## config.mk

```make
export PLATFORM = sky130hd
export DESIGN_NAME = linear_probe_hash_insert_top
export DESIGN_NICKNAME = d
export VERILOG_FILES = /design/src/design/lphi_pkg.sv /design/src/design/linear_probe_hash_insert_top.sv /design/src/design/lphi_ram.sv /design/src/design/lphi_mod_unit.sv
export SDC_FILE = /design/constraint.sdc
export NUM_CORES = 2
export LEC_CHECK = 0
export BUFFER_PORTS_ARGS = -buffer_cell sky130_fd_sc_hd__buf_4
export CAP_MARGIN = 20
export CORE_MARGIN = 1
export CORE_UTILIZATION = 62
export DETAILED_ROUTE_END_ITERATION = 10
export GPL_ROUTABILITY_DRIVEN = 1
export GPL_TIMING_DRIVEN = 0
export PLACE_DENSITY = 0.82
export RECOVER_POWER = 100
export SLEW_MARGIN = 0
export SYNTH_ARGS = -nofsm -noshare
export SYNTH_HDL_FRONTEND = slang
export SYNTH_HIERARCHICAL = 1
export SYNTH_SLANG_ARGS = --single-unit
```

## constraint.sdc

```tcl
create_clock -name clock -period 9.5 [get_ports clock]
set_input_delay 2.85 -clock clock [delete_from_list [all_inputs] [get_ports clock]]
set_output_delay 2.85 -clock clock [all_outputs]
set_load 0.01 [all_outputs]
```

## src/design/lphi_pkg.sv

```systemverilog
// Shared types and constants for the linear probing hash insert block.
`timescale 1ns / 1ps
`default_nettype none
package lphi_pkg;

   localparam int KEY_W      = 31;
   localparam int OUT_SLOT_W = 6;
   localparam int SIZE_W     = 7;
   localparam int DIVIDEND_W = 32;
   localparam int REQ_DATA_W = 40;
   localparam int RSP_DATA_W = 40;

   localparam logic OP_INSERT = 1'b0;
   localparam logic OP_READ   = 1'b1;

   localparam logic REG_TABLE_SIZE = 1'b0;

   localparam logic [SIZE_W-1:0] TABLE_SIZE_RESET = 7'd64;

   typedef enum logic [2:0] {
      ST_IDLE,
      ST_HASH,
      ST_PROBE,
      ST_READ,
      ST_RESP
   } state_type;

   typedef struct packed {
      logic                  start;
      logic [DIVIDEND_W-1:0] dividend;
      logic [SIZE_W-1:0]     divisor;
   } mod_req_type;

   typedef struct packed {
      logic              done;
      logic [SIZE_W-1:0] rem;
   } mod_status_type;

endpackage
`default_nettype wire

```

## src/design/linear_probe_hash_insert_top.sv

```systemverilog
// Top level of the linear probing hash table insert and read block.
//
// Usage: an item beat on req_ carries an opcode in req_tuser (0 insert, 1 read).
// An insert hashes its key to key modulo the table size, then probes forward one
// slot per cycle, wrapping, to the first free slot, stores the key and reports
// the slot. If no slot is free, nothing is written and table_full is set.
// A read reports the key and occupancy of the named slot.
// Exactly one rsp_ beat follows each req_ beat, in order.
// Throughput: one item at a time, req_tready is high only when idle.
// Insert path: the remainder unit (4 bits per cycle) finds the home slot, then the
// one-slot-per-cycle probe walk runs; a full table costs table_size probes plus
// one key read. A read takes its result from the registered key RAM read.
// table_size is written over the csr_ port; 0 acts as 1, values above the depth
// act as the depth. Reset clears all occupancy bits and the stored flag at once.
// The result sits in an output register; while the receiver stalls it holds and
// a new item may be taken, but its result waits until the register frees.
`timescale 1ns / 1ps
`default_nettype none
module linear_probe_hash_insert_top #(
   parameter int TABLE_DEPTH = 64
) (
   input  wire logic        clock,
   input  wire logic        reset,
   input  wire logic        req_tvalid,
   output logic             req_tready,
   // key [30:0], slot_index [36:31], zero [39:37]
   input  wire logic [39:0] req_tdata,
   // opcode [0]
   input  wire logic        req_tuser,
   output logic             rsp_tvalid,
   input  wire logic        rsp_tready,
   // slot [5:0], key_out [36:6], occupied [37], table_full [38], any_stored [39]
   output logic [39:0]      rsp_tdata,
   input  wire logic        csr_psel,
   input  wire logic        csr_penable,
   input  wire logic        csr_pwrite,
   input  wire logic [2:0]  csr_paddr,
   input  wire logic [31:0] csr_pwdata,
   output logic [31:0]      csr_prdata,
   output logic             csr_pready
);
   import lphi_pkg::*;

   localparam int USED_DEPTH = (TABLE_DEPTH < 127) ? TABLE_DEPTH : 127;
   localparam int SLOT_W     = $clog2(USED_DEPTH);
   localparam logic [SIZE_W-1:0] USED_SIZE = SIZE_W'(USED_DEPTH);
   localparam logic [12:0]       DEPTH_LIM = 13'(TABLE_DEPTH);

   state_type              state_ff, state_in;
   logic [SIZE_W-1:0]      tsize_ff;
   logic [USED_DEPTH-1:0]  valid_ff, valid_in;
   logic                   stored_ff, stored_in;
   logic [SLOT_W-1:0]      pos_ff, pos_in;
   logic [SLOT_W-1:0]      home_ff, home_in;
   logic [SIZE_W-1:0]      cnt_ff, cnt_in;
   logic [KEY_W-1:0]       key_ff, key_in;
   logic                   op_ff, op_in;
   logic [OUT_SLOT_W-1:0]  idx_ff, idx_in;
   logic                   range_ff, range_in;
   logic [OUT_SLOT_W-1:0]  res_slot_ff, res_slot_in;
   logic [KEY_W-1:0]       res_key_ff, res_key_in;
   logic                   res_occ_ff, res_occ_in;
   logic                   res_full_ff, res_full_in;
   logic [RSP_DATA_W-1:0]  rsp_data_ff, rsp_data_in;
   logic                   rsp_valid_ff, rsp_valid_in;

   logic [SIZE_W-1:0]      eff_size;
   logic [SLOT_W-1:0]      pos_next;
   logic                   req_accept;
   logic                   csr_write;
   logic                   hit;
   logic                   ram_we;
   logic [SLOT_W-1:0]      ram_raddr;
   logic [KEY_W-1:0]       ram_rdata;
   mod_req_type            mod_req;
   mod_status_type         mod_st;

   assign csr_pready = 1'b1;
   assign csr_write  = csr_psel && csr_penable && csr_pwrite && csr_pready;
   assign csr_prdata = (csr_paddr[2] == REG_TABLE_SIZE) ? {25'd0, tsize_ff} : 32'd0;

   always_ff @(posedge clock) begin
      if (reset) begin
         tsize_ff <= TABLE_SIZE_RESET;
      end else if (csr_write && csr_paddr[2] == REG_TABLE_SIZE) begin
         tsize_ff <= csr_pwdata[SIZE_W-1:0];
      end
   end

   always_comb begin
      if (tsize_ff == '0) begin
         eff_size = 7'd1;
      end else if (tsize_ff > USED_SIZE) begin
         eff_size = USED_SIZE;
      end else begin
         eff_size = tsize_ff;
      end
   end

   assign pos_next   = ((SIZE_W'(pos_ff) + 7'd1) == eff_size) ? '0 : pos_ff + 1'b1;
   assign req_tready = (state_ff == ST_IDLE);
   assign req_accept = req_tvalid && req_tready;

   assign mod_req.start    = req_accept && (req_tuser == OP_INSERT);
   assign mod_req.dividend = {1'b0, req_tdata[KEY_W-1:0]};
   assign mod_req.divisor  = eff_size;

   lphi_mod_unit u_mod (
      .clock  (clock),
      .reset  (reset),
      .req    (mod_req),
      .status (mod_st)
   );

   lphi_ram #(
      .WIDTH (KEY_W),
      .DEPTH (USED_DEPTH)
   ) u_keys (
      .clock (clock),
      .we    (ram_we),
      .waddr (pos_ff),
      .wdata (key_ff),
      .raddr (ram_raddr),
      .rdata (ram_rdata)
   );

   always_comb begin
      state_in     = state_ff;
      valid_in     = valid_ff;
      stored_in    = stored_ff;
      pos_in       = pos_ff;
      home_in      = home_ff;
      cnt_in       = cnt_ff;
      key_in       = key_ff;
      op_in        = op_ff;
      idx_in       = idx_ff;
      range_in     = range_ff;
      res_slot_in  = res_slot_ff;
      res_key_in   = res_key_ff;
      res_occ_in   = res_occ_ff;
      res_full_in  = res_full_ff;
      rsp_data_in  = rsp_data_ff;
      rsp_valid_in = rsp_valid_ff;
      ram_we       = 1'b0;
      ram_raddr    = pos_ff;
      hit          = 1'b0;
      if (rsp_valid_ff && rsp_tready) begin
         rsp_valid_in = 1'b0;
      end
      unique case (state_ff)
         ST_IDLE: begin
            if (req_accept) begin
               key_in   = req_tdata[KEY_W-1:0];
               idx_in   = req_tdata[KEY_W+OUT_SLOT_W-1:KEY_W];
               op_in    = req_tuser;
               if (req_tuser == OP_INSERT) begin
                  state_in = ST_HASH;
               end else begin
                  pos_in    = SLOT_W'(req_tdata[KEY_W+OUT_SLOT_W-1:KEY_W]);
                  ram_raddr = SLOT_W'(req_tdata[KEY_W+OUT_SLOT_W-1:KEY_W]);
                  range_in  = 13'(req_tdata[KEY_W+OUT_SLOT_W-1:KEY_W]) < DEPTH_LIM;
                  state_in  = ST_READ;
               end
            end
         end
         ST_HASH: begin
            if (mod_st.done) begin
               home_in  = SLOT_W'(mod_st.rem);
               pos_in   = SLOT_W'(mod_st.rem);
               cnt_in   = '0;
               state_in = ST_PROBE;
            end
         end
         ST_PROBE: begin
            priority if (!valid_ff[pos_ff]) begin
               ram_we           = 1'b1;
               valid_in[pos_ff] = 1'b1;
               stored_in        = 1'b1;
               res_slot_in      = OUT_SLOT_W'(pos_ff);
               res_key_in       = key_ff;
               res_occ_in       = 1'b1;
               res_full_in      = 1'b0;
               state_in         = ST_RESP;
            end else if (cnt_ff == eff_size - 7'd1) begin
               ram_raddr = home_ff;
               state_in  = ST_READ;
            end else begin
               pos_in = pos_next;
               cnt_in = cnt_ff + 7'd1;
            end
         end
         ST_READ: begin
            if (op_ff == OP_INSERT) begin
               res_slot_in = OUT_SLOT_W'(home_ff);
               res_key_in  = ram_rdata;
               res_occ_in  = 1'b1;
               res_full_in = 1'b1;
            end else begin
               hit         = range_ff ? valid_ff[pos_ff] : 1'b0;
               res_slot_in = idx_ff;
               res_key_in  = hit ? ram_rdata : '0;
               res_occ_in  = hit;
               res_full_in = 1'b0;
            end
            state_in = ST_RESP;
         end
         ST_RESP: begin
            if (!rsp_valid_ff || rsp_tready) begin
               rsp_data_in  = {stored_ff, res_full_ff, res_occ_ff, res_key_ff, res_slot_ff};
               rsp_valid_in = 1'b1;
               state_in     = ST_IDLE;
            end
         end
         default: begin
            state_in = ST_IDLE;
         end
      endcase
   end

   always_ff @(posedge clock) begin
      if (reset) begin
         state_ff     <= ST_IDLE;
         valid_ff     <= '0;
         stored_ff    <= 1'b0;
         rsp_valid_ff <= 1'b0;
         cnt_ff       <= '0;
      end else begin
         state_ff     <= state_in;
         valid_ff     <= valid_in;
         stored_ff    <= stored_in;
         rsp_valid_ff <= rsp_valid_in;
         cnt_ff       <= cnt_in;
      end
      pos_ff      <= pos_in;
      home_ff     <= home_in;
      key_ff      <= key_in;
      op_ff       <= op_in;
      idx_ff      <= idx_in;
      range_ff    <= range_in;
      res_slot_ff <= res_slot_in;
      res_key_ff  <= res_key_in;
      res_occ_ff  <= res_occ_in;
      res_full_ff <= res_full_in;
      rsp_data_ff <= rsp_data_in;
   end

   assign rsp_tvalid = rsp_valid_ff;
   assign rsp_tdata  = rsp_data_ff;

   a_probe_in_range: assert property (@(posedge clock) disable iff (reset)
      (state_ff == ST_PROBE) |-> (SIZE_W'(pos_ff) < eff_size))
      else $error("probe position beyond table size");

   a_done_in_hash: assert property (@(posedge clock) disable iff (reset)
      mod_st.done |-> (state_ff == ST_HASH))
      else $error("remainder done outside hash state");

   a_write_sets_valid: assert property (@(posedge clock) disable iff (reset)
      ram_we |=> valid_ff[$past(pos_ff)])
      else $error("key written without occupancy set");

   a_stored_sticky: assert property (@(posedge clock) disable iff (reset)
      !$fell(stored_ff))
      else $error("stored flag cleared");

   a_full_is_occupied: assert property (@(posedge clock) disable iff (reset)
      (state_ff == ST_RESP && res_full_ff) |-> res_occ_ff)
      else $error("refused insert not marked occupied");

endmodule
`default_nettype wire

```

## src/design/lphi_ram.sv

```systemverilog
// Generic single write port, single read port RAM with registered read.
`timescale 1ns / 1ps
`default_nettype none
module lphi_ram #(
   parameter int WIDTH = 31,
   parameter int DEPTH = 64
) (
   input  wire logic                     clock,
   input  wire logic                     we,
   input  wire logic [$clog2(DEPTH)-1:0] waddr,
   input  wire logic [WIDTH-1:0]         wdata,
   input  wire logic [$clog2(DEPTH)-1:0] raddr,
   output logic      [WIDTH-1:0]         rdata
);

   logic [WIDTH-1:0] mem_ff [DEPTH];
   logic [WIDTH-1:0] rdata_ff;

   always_ff @(posedge clock) begin
      if (we) begin
         mem_ff[waddr] <= wdata;
      end
      rdata_ff <= mem_ff[raddr];
   end

   assign rdata = rdata_ff;

endmodule
`default_nettype wire

```

## src/design/lphi_mod_unit.sv

```systemverilog
// Iterative remainder unit, four restoring steps per cycle over a 32-bit dividend.
`timescale 1ns / 1ps
`default_nettype none
module lphi_mod_unit (
   input  wire logic                    clock,
   input  wire logic                    reset,
   input  wire lphi_pkg::mod_req_type   req,
   output lphi_pkg::mod_status_type     status
);
   import lphi_pkg::*;

   localparam int STEPS = 4;
   localparam int CNT_W = $clog2(DIVIDEND_W / STEPS);
   localparam logic [CNT_W-1:0] LAST_CNT = CNT_W'(DIVIDEND_W / STEPS - 1);

   logic                  busy_ff, busy_in;
   logic                  done_ff, done_in;
   logic [CNT_W-1:0]      cnt_ff, cnt_in;
   logic [DIVIDEND_W-1:0] div_ff, div_in;
   logic [SIZE_W-1:0]     dsr_ff, dsr_in;
   logic [SIZE_W-1:0]     rem_ff, rem_in;

   always_comb begin
      logic [SIZE_W-1:0] r;
      logic [SIZE_W:0]   t;
      busy_in = busy_ff;
      done_in = 1'b0;
      cnt_in  = cnt_ff;
      div_in  = div_ff;
      dsr_in  = dsr_ff;
      rem_in  = rem_ff;
      r       = rem_ff;
      t       = '0;
      if (req.start) begin
         busy_in = 1'b1;
         cnt_in  = '0;
         div_in  = req.dividend;
         dsr_in  = req.divisor;
         rem_in  = '0;
      end else if (busy_ff) begin
         for (int i = 0; i < STEPS; i++) begin
            t = {r, div_ff[DIVIDEND_W-1-i]};
            if (t >= {1'b0, dsr_ff}) begin
               t = t - {1'b0, dsr_ff};
            end
            r = t[SIZE_W-1:0];
         end
         rem_in = r;
         div_in = div_ff << STEPS;
         cnt_in = cnt_ff + 1'b1;
         if (cnt_ff == LAST_CNT) begin
            busy_in = 1'b0;
            done_in = 1'b1;
         end
      end
   end

   always_ff @(posedge clock) begin
      if (reset) begin
         busy_ff <= 1'b0;
         done_ff <= 1'b0;
         cnt_ff  <= '0;
      end else begin
         busy_ff <= busy_in;
         done_ff <= done_in;
         cnt_ff  <= cnt_in;
      end
      div_ff <= div_in;
      dsr_ff <= dsr_in;
      rem_ff <= rem_in;
   end

   assign status.done = done_ff;
   assign status.rem  = rem_ff;

endmodule
`default_nettype wire
```

* Word level (Yosys, flattened, before mapping)
Memories as Yosys holds them, arrays and structs flattened. A register that Yosys moved wholly into a read port is not among the register bits.
Index checks and enable logic that the tools add are counted.
** Cells by class
- Bitwise gates (word level) :: 5
- Eq/ne operators :: 14
- Add/subtract/negate cells :: 9
- Muxes and demuxes :: 64
- Reduce and logical (&&, ||, !) cells :: 25
- $lt $le $gt $ge :: 7
** Operators with widths (count)
- 31-bit two-way mux :: 5
- 7-bit two-way mux :: 16
- 64-bit bitwise OR :: 1
- 31-bit one-hot mux with 2 select lines :: 1
- 6-bit two-way mux :: 10
- 8-bit by 7-bit greater-or-equal comparator with 1-bit output :: 4
- 7-bit subtractor :: 4
- 6-bit one-hot mux with 2 select lines :: 2
- 6-bit one-hot mux with 3 select lines :: 1
- 1-bit two-way mux :: 17
- 3-bit two-way mux :: 5
- 3-bit one-hot mux with 5 select lines :: 1
- 7-bit == test :: 2
- 7-bit one-hot mux with 2 select lines :: 1
- 4-bit AND reduction :: 3
- 2-bit AND reduction :: 5
- 2-bit != test (second input constant) :: 4
- 6-bit by 1-bit adder with 7-bit output (second input constant) :: 1
- 7-bit by 1-bit adder with 7-bit output (second input constant) :: 1
- 7-bit > comparator (second input constant) :: 1
- 1-bit logical AND :: 7
- 7-bit logical NOT :: 1
- 6-bit by 7-bit < comparator with 1-bit output (second input constant) :: 1
- 7-bit by 1-bit subtractor with 7-bit output (second input constant) :: 1
- other kinds (20) :: 29
** Word-level totals
- RAM bits :: 1984
- Output and inout port bits :: 75
- Input port bits :: 83
- Bits in registers :: 263
- Memories :: 1
- Logic and storage cells :: 148
** Memories
- u_keys.mem_ff :: words 64, width 31, read ports 1, clocked after memory_dff 1, wr ports 1, line lphi_ram.sv:16 : logic [WIDTH-1:0] mem_ff [DEPTH];

* Longest topological paths before layout
- Word-level depth :: 14
- Depth in mapped cells :: 36
- Mapped depth without buffers :: 33

* Modules after synthesis
The synthesis kept the hierarchy.
** By module, submodules not included
- lphi_ram :: seq. area each 60197.7 um^2, cells an instance 3418, times used 1, area an instance 76309.4 um^2
- linear_probe_hash_insert_top :: seq. area each 5535.3 um^2, cells an instance 731, times used 1, area an instance 9146.3 um^2
- lphi_mod_unit :: seq. area each 1411.4 um^2, cells an instance 318, times used 1, area an instance 3538.4 um^2

* Worst setup path before layout
OpenSTA, ideal clock, no wires.
- Path type :: reg-to-reg
- From :: register u_mod.dsr_ff[1]
- To :: register u_mod.rem_ff[2]
- Stages on the path, launching flop included :: 33
- Arrival :: 7.554 ns
- Clock period less this slack :: 7.671 ns
- Setup slack :: 1.829 ns
- Required time :: 9.383 ns
- Path through :: edfxtp_1 inv_1 fa_1 a211oi_2 o21ai_1 a21o_1 buf_2 mux2_2 ha_1 nor2b_1 o31ai_1 a31oi_1 a311oi_4 mux2_2 ha_1 and4_1 a311oi_1 a31oi_1 nor4_1 mux2i_1 clkbuf_1 nor2_1 a21oi_1 fa_1 a21o_1 a21oi_1 nor2b_1 o21a_1 o22a_1 clkbuf_1 nor3b_1 a221oi_1 a22o_1
** On the way
- Cells in the longest elaborated chain, start to end :: 14
** RTL lines
- from (decl) :: line lphi_mod_unit.sv:20 : logic [SIZE_W-1:0] dsr_ff, dsr_in;
- from (signal assigned) :: line lphi_mod_unit.sv:69 : dsr_ff <= dsr_in;
- 7-bit subtractor or 8-bit by 7-bit greater-or-equal comparator with 1-bit output (tied branches) :: line lphi_mod_unit.sv:44, lphi_mod_unit.sv:43
- 7-bit two-way mux :: line lphi_mod_unit.sv:43 : if (t >= {1'b0, dsr_ff}) begin
- 7-bit two-way mux :: line lphi_mod_unit.sv:40 : end else if (busy_ff) begin
- 7-bit two-way mux :: line lphi_mod_unit.sv:34 : if (req.start) begin
- 7-bit subtractor or 8-bit by 7-bit greater-or-equal comparator with 1-bit output (tied branches) :: line lphi_mod_unit.sv:44, lphi_mod_unit.sv:43
- 7-bit two-way mux :: line lphi_mod_unit.sv:43
- 7-bit two-way mux :: line lphi_mod_unit.sv:40
- 7-bit two-way mux :: line lphi_mod_unit.sv:34
- 8-bit by 7-bit greater-or-equal comparator with 1-bit output or 7-bit subtractor (tied branches) :: line lphi_mod_unit.sv:43, lphi_mod_unit.sv:44
- 7-bit two-way mux :: line lphi_mod_unit.sv:43
- 7-bit two-way mux :: line lphi_mod_unit.sv:40
- 7-bit two-way mux :: line lphi_mod_unit.sv:34
- 7-bit subtractor or 8-bit by 7-bit greater-or-equal comparator with 1-bit output (tied branches) :: line lphi_mod_unit.sv:44, lphi_mod_unit.sv:43
- 7-bit two-way mux * :: line lphi_mod_unit.sv:43
- to (signal assigned) :: line lphi_mod_unit.sv:70 : rem_ff <= rem_in;
- to (decl) :: line lphi_mod_unit.sv:21 : logic [SIZE_W-1:0] rem_ff, rem_in;
Every way passes the cells marked *; elsewhere a longest branch is shown, timed or not. The select of a mux whose other input is x is not followed.
A chain may end at the register's enable or synchronous reset.

* Final worst setup path
- From :: register pos_ff[0]
- To :: register u_keys.rdata_ff[17] (netlist: u_keys/rdata[17]) (read register of u_keys.mem_ff)
** On the way
- Cells in the longest elaborated chain, start to end :: 4
** RTL lines
- from (decl) :: line linear_probe_hash_insert_top.sv:53 : logic [SLOT_W-1:0] pos_ff, pos_in;
- from (signal assigned) :: line linear_probe_hash_insert_top.sv:234 : pos_ff <= pos_in;
- 1-bit binary-select mux with 6-bit select :: line linear_probe_hash_insert_top.sv:175 : priority if (!valid_ff[pos_ff]) begin
- 1-bit two-way mux (not written as such) :: line linear_probe_hash_insert_top.sv:175
- 6-bit two-way mux :: line linear_probe_hash_insert_top.sv:175
- 6-bit one-hot mux with 2 select lines :: line linear_probe_hash_insert_top.sv:150 : unique case (state_ff)
- via ram_raddr[3] :: line linear_probe_hash_insert_top.sv:73 : logic [SLOT_W-1:0] ram_raddr;
- to (decl) :: line lphi_ram.sv:17 : logic [WIDTH-1:0] rdata_ff;
The timed path passes the listed nets, and every way through them passes these cells. The select of a mux whose other input is x is not followed.

==> metrics.txt <==
cts bufs inserted ~210; die span in y between 300 and 400 um; Final Max Slew Viols 2168; largest cells by area after synthesis edfxtp_1 73%, mux4_2 10%, mux2i_1 3.6%; max cap viols 90; largest net degree at the start of global routing 35; reg-to-reg startpoint pos_ff[0]$_DFFE_PP_; fin crit share 1.024; FF-to-FF End u_keys/rdata[17]$_DFF_P_; post-layout util 0.7010; met3 Usage GRT 0.08698; Tmin final 9.726 ns; DP Wirelength roughly 160000 um; DR pass1 iterations 7; Fillers roughly 8k; Hold Crit Start res_key_ff[6]$_DFFE_PP_; post-synth top area cell edfxtp_1; Antenna Nets Post-Route 0; slew margin rel. -0.8653; Hold WC Path Type reg -> reg; syn avg cell area 19.92 um2; RSZ-0062 raised after global routing no; worst slew pin tran ~2.8 ns; Overflow after GRT 0; post-route cell area 99490 um2; final worst slack -0.2256 ns; crit end category register; most frequent cell after synthesis edfxtp_1; yosys warns 6; first-pass GRT wire length approximately 370000 um; DRC 0; initial antenna violation count 15; Hold Crit Depth 0; Port Buffers between 100 and 150; IO Count roughly 160; fin nets slightly above 5k; power per cell area 356.0 nW/um2; Post-Syn Area about 89000 um2; Reg clk slew, reported paths roughly 0.07 ns; mean number of vias per cell 7.301; number of global-route vias before repair 51.12k; starting density of the core 0.6270; total number of vias between 50k and 60k; grt peak-use layer met2; share of the synthesized area in the top cell type 0.7261; endpoints failing hold 0; met1 usage in global routing 0.4496; register bit total from synthesis between 2k and 2.5k; setup skew after layout roughly 0.035 ns; Avg WL per Cell roughly 37 um; Post-synth EDFFs between 2k and 2.5k; CTS root buffer clkbuf_16; synth unique cells between 80 and 90; startpoint types register; H-tree depth 4; r2r worst-path depth 18; Cell Count Post-Placement approximately 6.6k; Worst EP required roughly 10 ns; clk_lat worst skew between 0.8 and 0.9 ns; number of DRC markers in iteration 0 around 9.0k; outcome finished with violations; synth cell count leaders 2152 x edfxtp_1, 406 x mux4_2, 322 x mux2i_1; Non-Filler Instances between 7k and 8k; Rows 138; hold path endpoint rsp_tdata[12]$_DFFE_PP_; post-place instance area approximately 96000 um2; Tot GR Track Use 0.3619; Async S/R FF share, synth 0; Synth Instances about 4.5k; setup_tns -2.578 ns; clock sink total roughly 2.3k; crit-path max FO 13; layout cell share with drive strength beyond 1 0.1837; Die ar. 145100 um2; Synth-to-Final Area Change 11.79%; Reg2Reg Setup Slack -0.23 ns; CTS tree yes; critical path arrival around 10 ns; met2 usage 0.5746; CORE AREA 141900 um2; leakage 32.32 nW; failing checks max-capacitance violations, max-slew violations, negative setup slack; Seq/Total Area, Yosys 0.7545; Post-Route WL between 200000 and 300000 um; kind of critical path reg -> reg; Die X around 380 um; ys flop type edfxtp_1; VDD IR max between 0.3 and 0.4 mV; Max Fclk slightly above 100 MHz; Max clock buf depth 3; Placer Congestion around 0.92; # setup viols final 48
-- registers in the layout, indices dropped and copies added, names as in the netlist, 3 cells and up --
name	count
res_slot_ff	6
pos_ff	6
idx_ff	6
u_mod/div_ff	32
rsp_tdata	40
cnt_ff	7
u_mod/rem_ff	7
key_ff	31
home_ff	6
state_ff	3
tsize_ff	7
res_key_ff	31
u_keys/mem_ff	1984
u_mod/dsr_ff	7
u_mod/cnt_ff	3
u_keys/rdata	31
valid_ff	64
-- power by group --
group	switching (mW)	leakage, nW	internal, mW
Clock	3.76	3.40	4.90
Sequential	0.327	20.4	12.1
Combinational	9.20	8.51	5.12
-- logic make-up after synthesis --
family | share of synthesized area
DFF | 0.7545
xor gates and xnor gates | 0.002854
adders and majority gates | 0.005539
muxes | 0.1461
and+or+nand+nor | 0.02290
AOI/OAI and AO/OA | 0.05011
buffers and inverters | 0.01790
other | 0.00008439
-- routing by layer --
layer	up-vias	wire, um
li1	19510	-
met1	25700	83740
met2	5077	123900
met3	1210	33980
met4	2	22670
met5	-	19
-- placed cells by master, fill, tap and decap left out, types with 11 or more instances in the layout --
master,count
edfxtp_1,2152
clkbuf_1,420
mux4_2,406
mux2i_1,321
clkbuf_16,217
nor2_1,151
dfxtp_1,126
a22oi_1,113
o22ai_1,93
buf_2,86
o21ai_0,69
buf_4,68
a31oi_1,59
nand2_1,54
o2bb2ai_1,52
mux2_2,48
inv_1,47
clkinv_1,47
a21o_1,37
a22o_1,33
ha_1,33
a21oi_1,32
nor2b_1,30
and3_1,30
o31ai_1,29
clkinv_2,29
conb_1,27
nor3_1,26
bufinv_16,25
nand3_1,22
xnor2_1,20
buf_1,15
nand2b_1,12
a211oi_1,11
-- final cells by class --
class | count | area (um2) | share of cell area
clock buffer | 273 | 5690 | 0.05720
tap | 1890 | 2365 | 0.02377
multi-input combinational | 1884 | 20290 | 0.2040
inverter | 50 | 187.7 | 0.001886
buffer | 280 | 1381 | 0.01388
antenna | 8 | 20.02 | 0.0002012
clock inverter | 119 | 1291 | 0.01298
timing repair buffer | 272 | 1114 | 0.01119
sequential | 2278 | 67140 | 0.6749
-- critical path, stage by stage, from the launching register on --
cell      delay (ns)
edfxtp_1        0.87
clkbuf_1        0.56
clkbuf_1        0.61
o31ai_1         0.20
a221oi_2        0.33
o22ai_1         0.13
nor4_1          1.37
clkbuf_1        0.64
nor2_1          0.08
nand2_1         0.26
o221a_1         0.75
clkbuf_1        0.97
nand3_1         0.81
clkbuf_1        0.47
o22ai_1         0.56
a21o_1          0.20
o31ai_1         0.18
clkbuf_1        0.31
and3_1          0.25
-- how the worst max path moves through the flow --
| stage | startpoint | cells after the start | endpoint |
|---|---|---|---|
| after floorplan | u_mod/dsr_ff[1]$_DFFE_PP_ | 32 | u_mod/rem_ff[2]$_SDFFE_PP0P_ |
| after global placement | u_mod/dsr_ff[1]$_DFFE_PP_ | 32 | u_mod/rem_ff[1]$_SDFFE_PP0P_ |
| after detailed placement | u_mod/dsr_ff[0]$_DFFE_PP_ | 33 | u_mod/rem_ff[1]$_SDFFE_PP0P_ |
| after CTS | u_mod/dsr_ff[1]$_DFFE_PP_ | 32 | u_mod/rem_ff[1]$_SDFFE_PP0P_ |
| after global routing | u_mod/dsr_ff[1]$_DFFE_PP_ | 33 | u_mod/rem_ff[1]$_SDFFE_PP0P_ |
| final | pos_ff[0]$_DFFE_PP_ | 18 | u_keys/rdata[17]$_DFF_P_ |
-- through the flow --
| step | hold WS (ns) | setup WS, ns | total power [mW] |
|---|---|---|---|
| 2_1_floorplan | 0.4003 | 1.829 | 21.12 |
| 3_3_place_gp | 0.4042 | 0.4422 | 25.35 |
| 3_5_place_dp | 0.4045 | 0.3632 | 26.44 |
| 4_1_cts | 0.4182 | 0.1672 | 35.40 |
| 5_1_grt | 0.4212 | 0.08432 | 36.01 |
| 6_report | 0.4161 | -0.2256 | 35.42 |
-- timing repair --
action,4_1_cts,5_1_grt
endpoints found under the hold margin,0,0
hold buffers,0,0
setup endpoints to repair,0,7
setup buffers,0,5
gates resized for setup,0,5
Power figures use the tool's default switching activity.
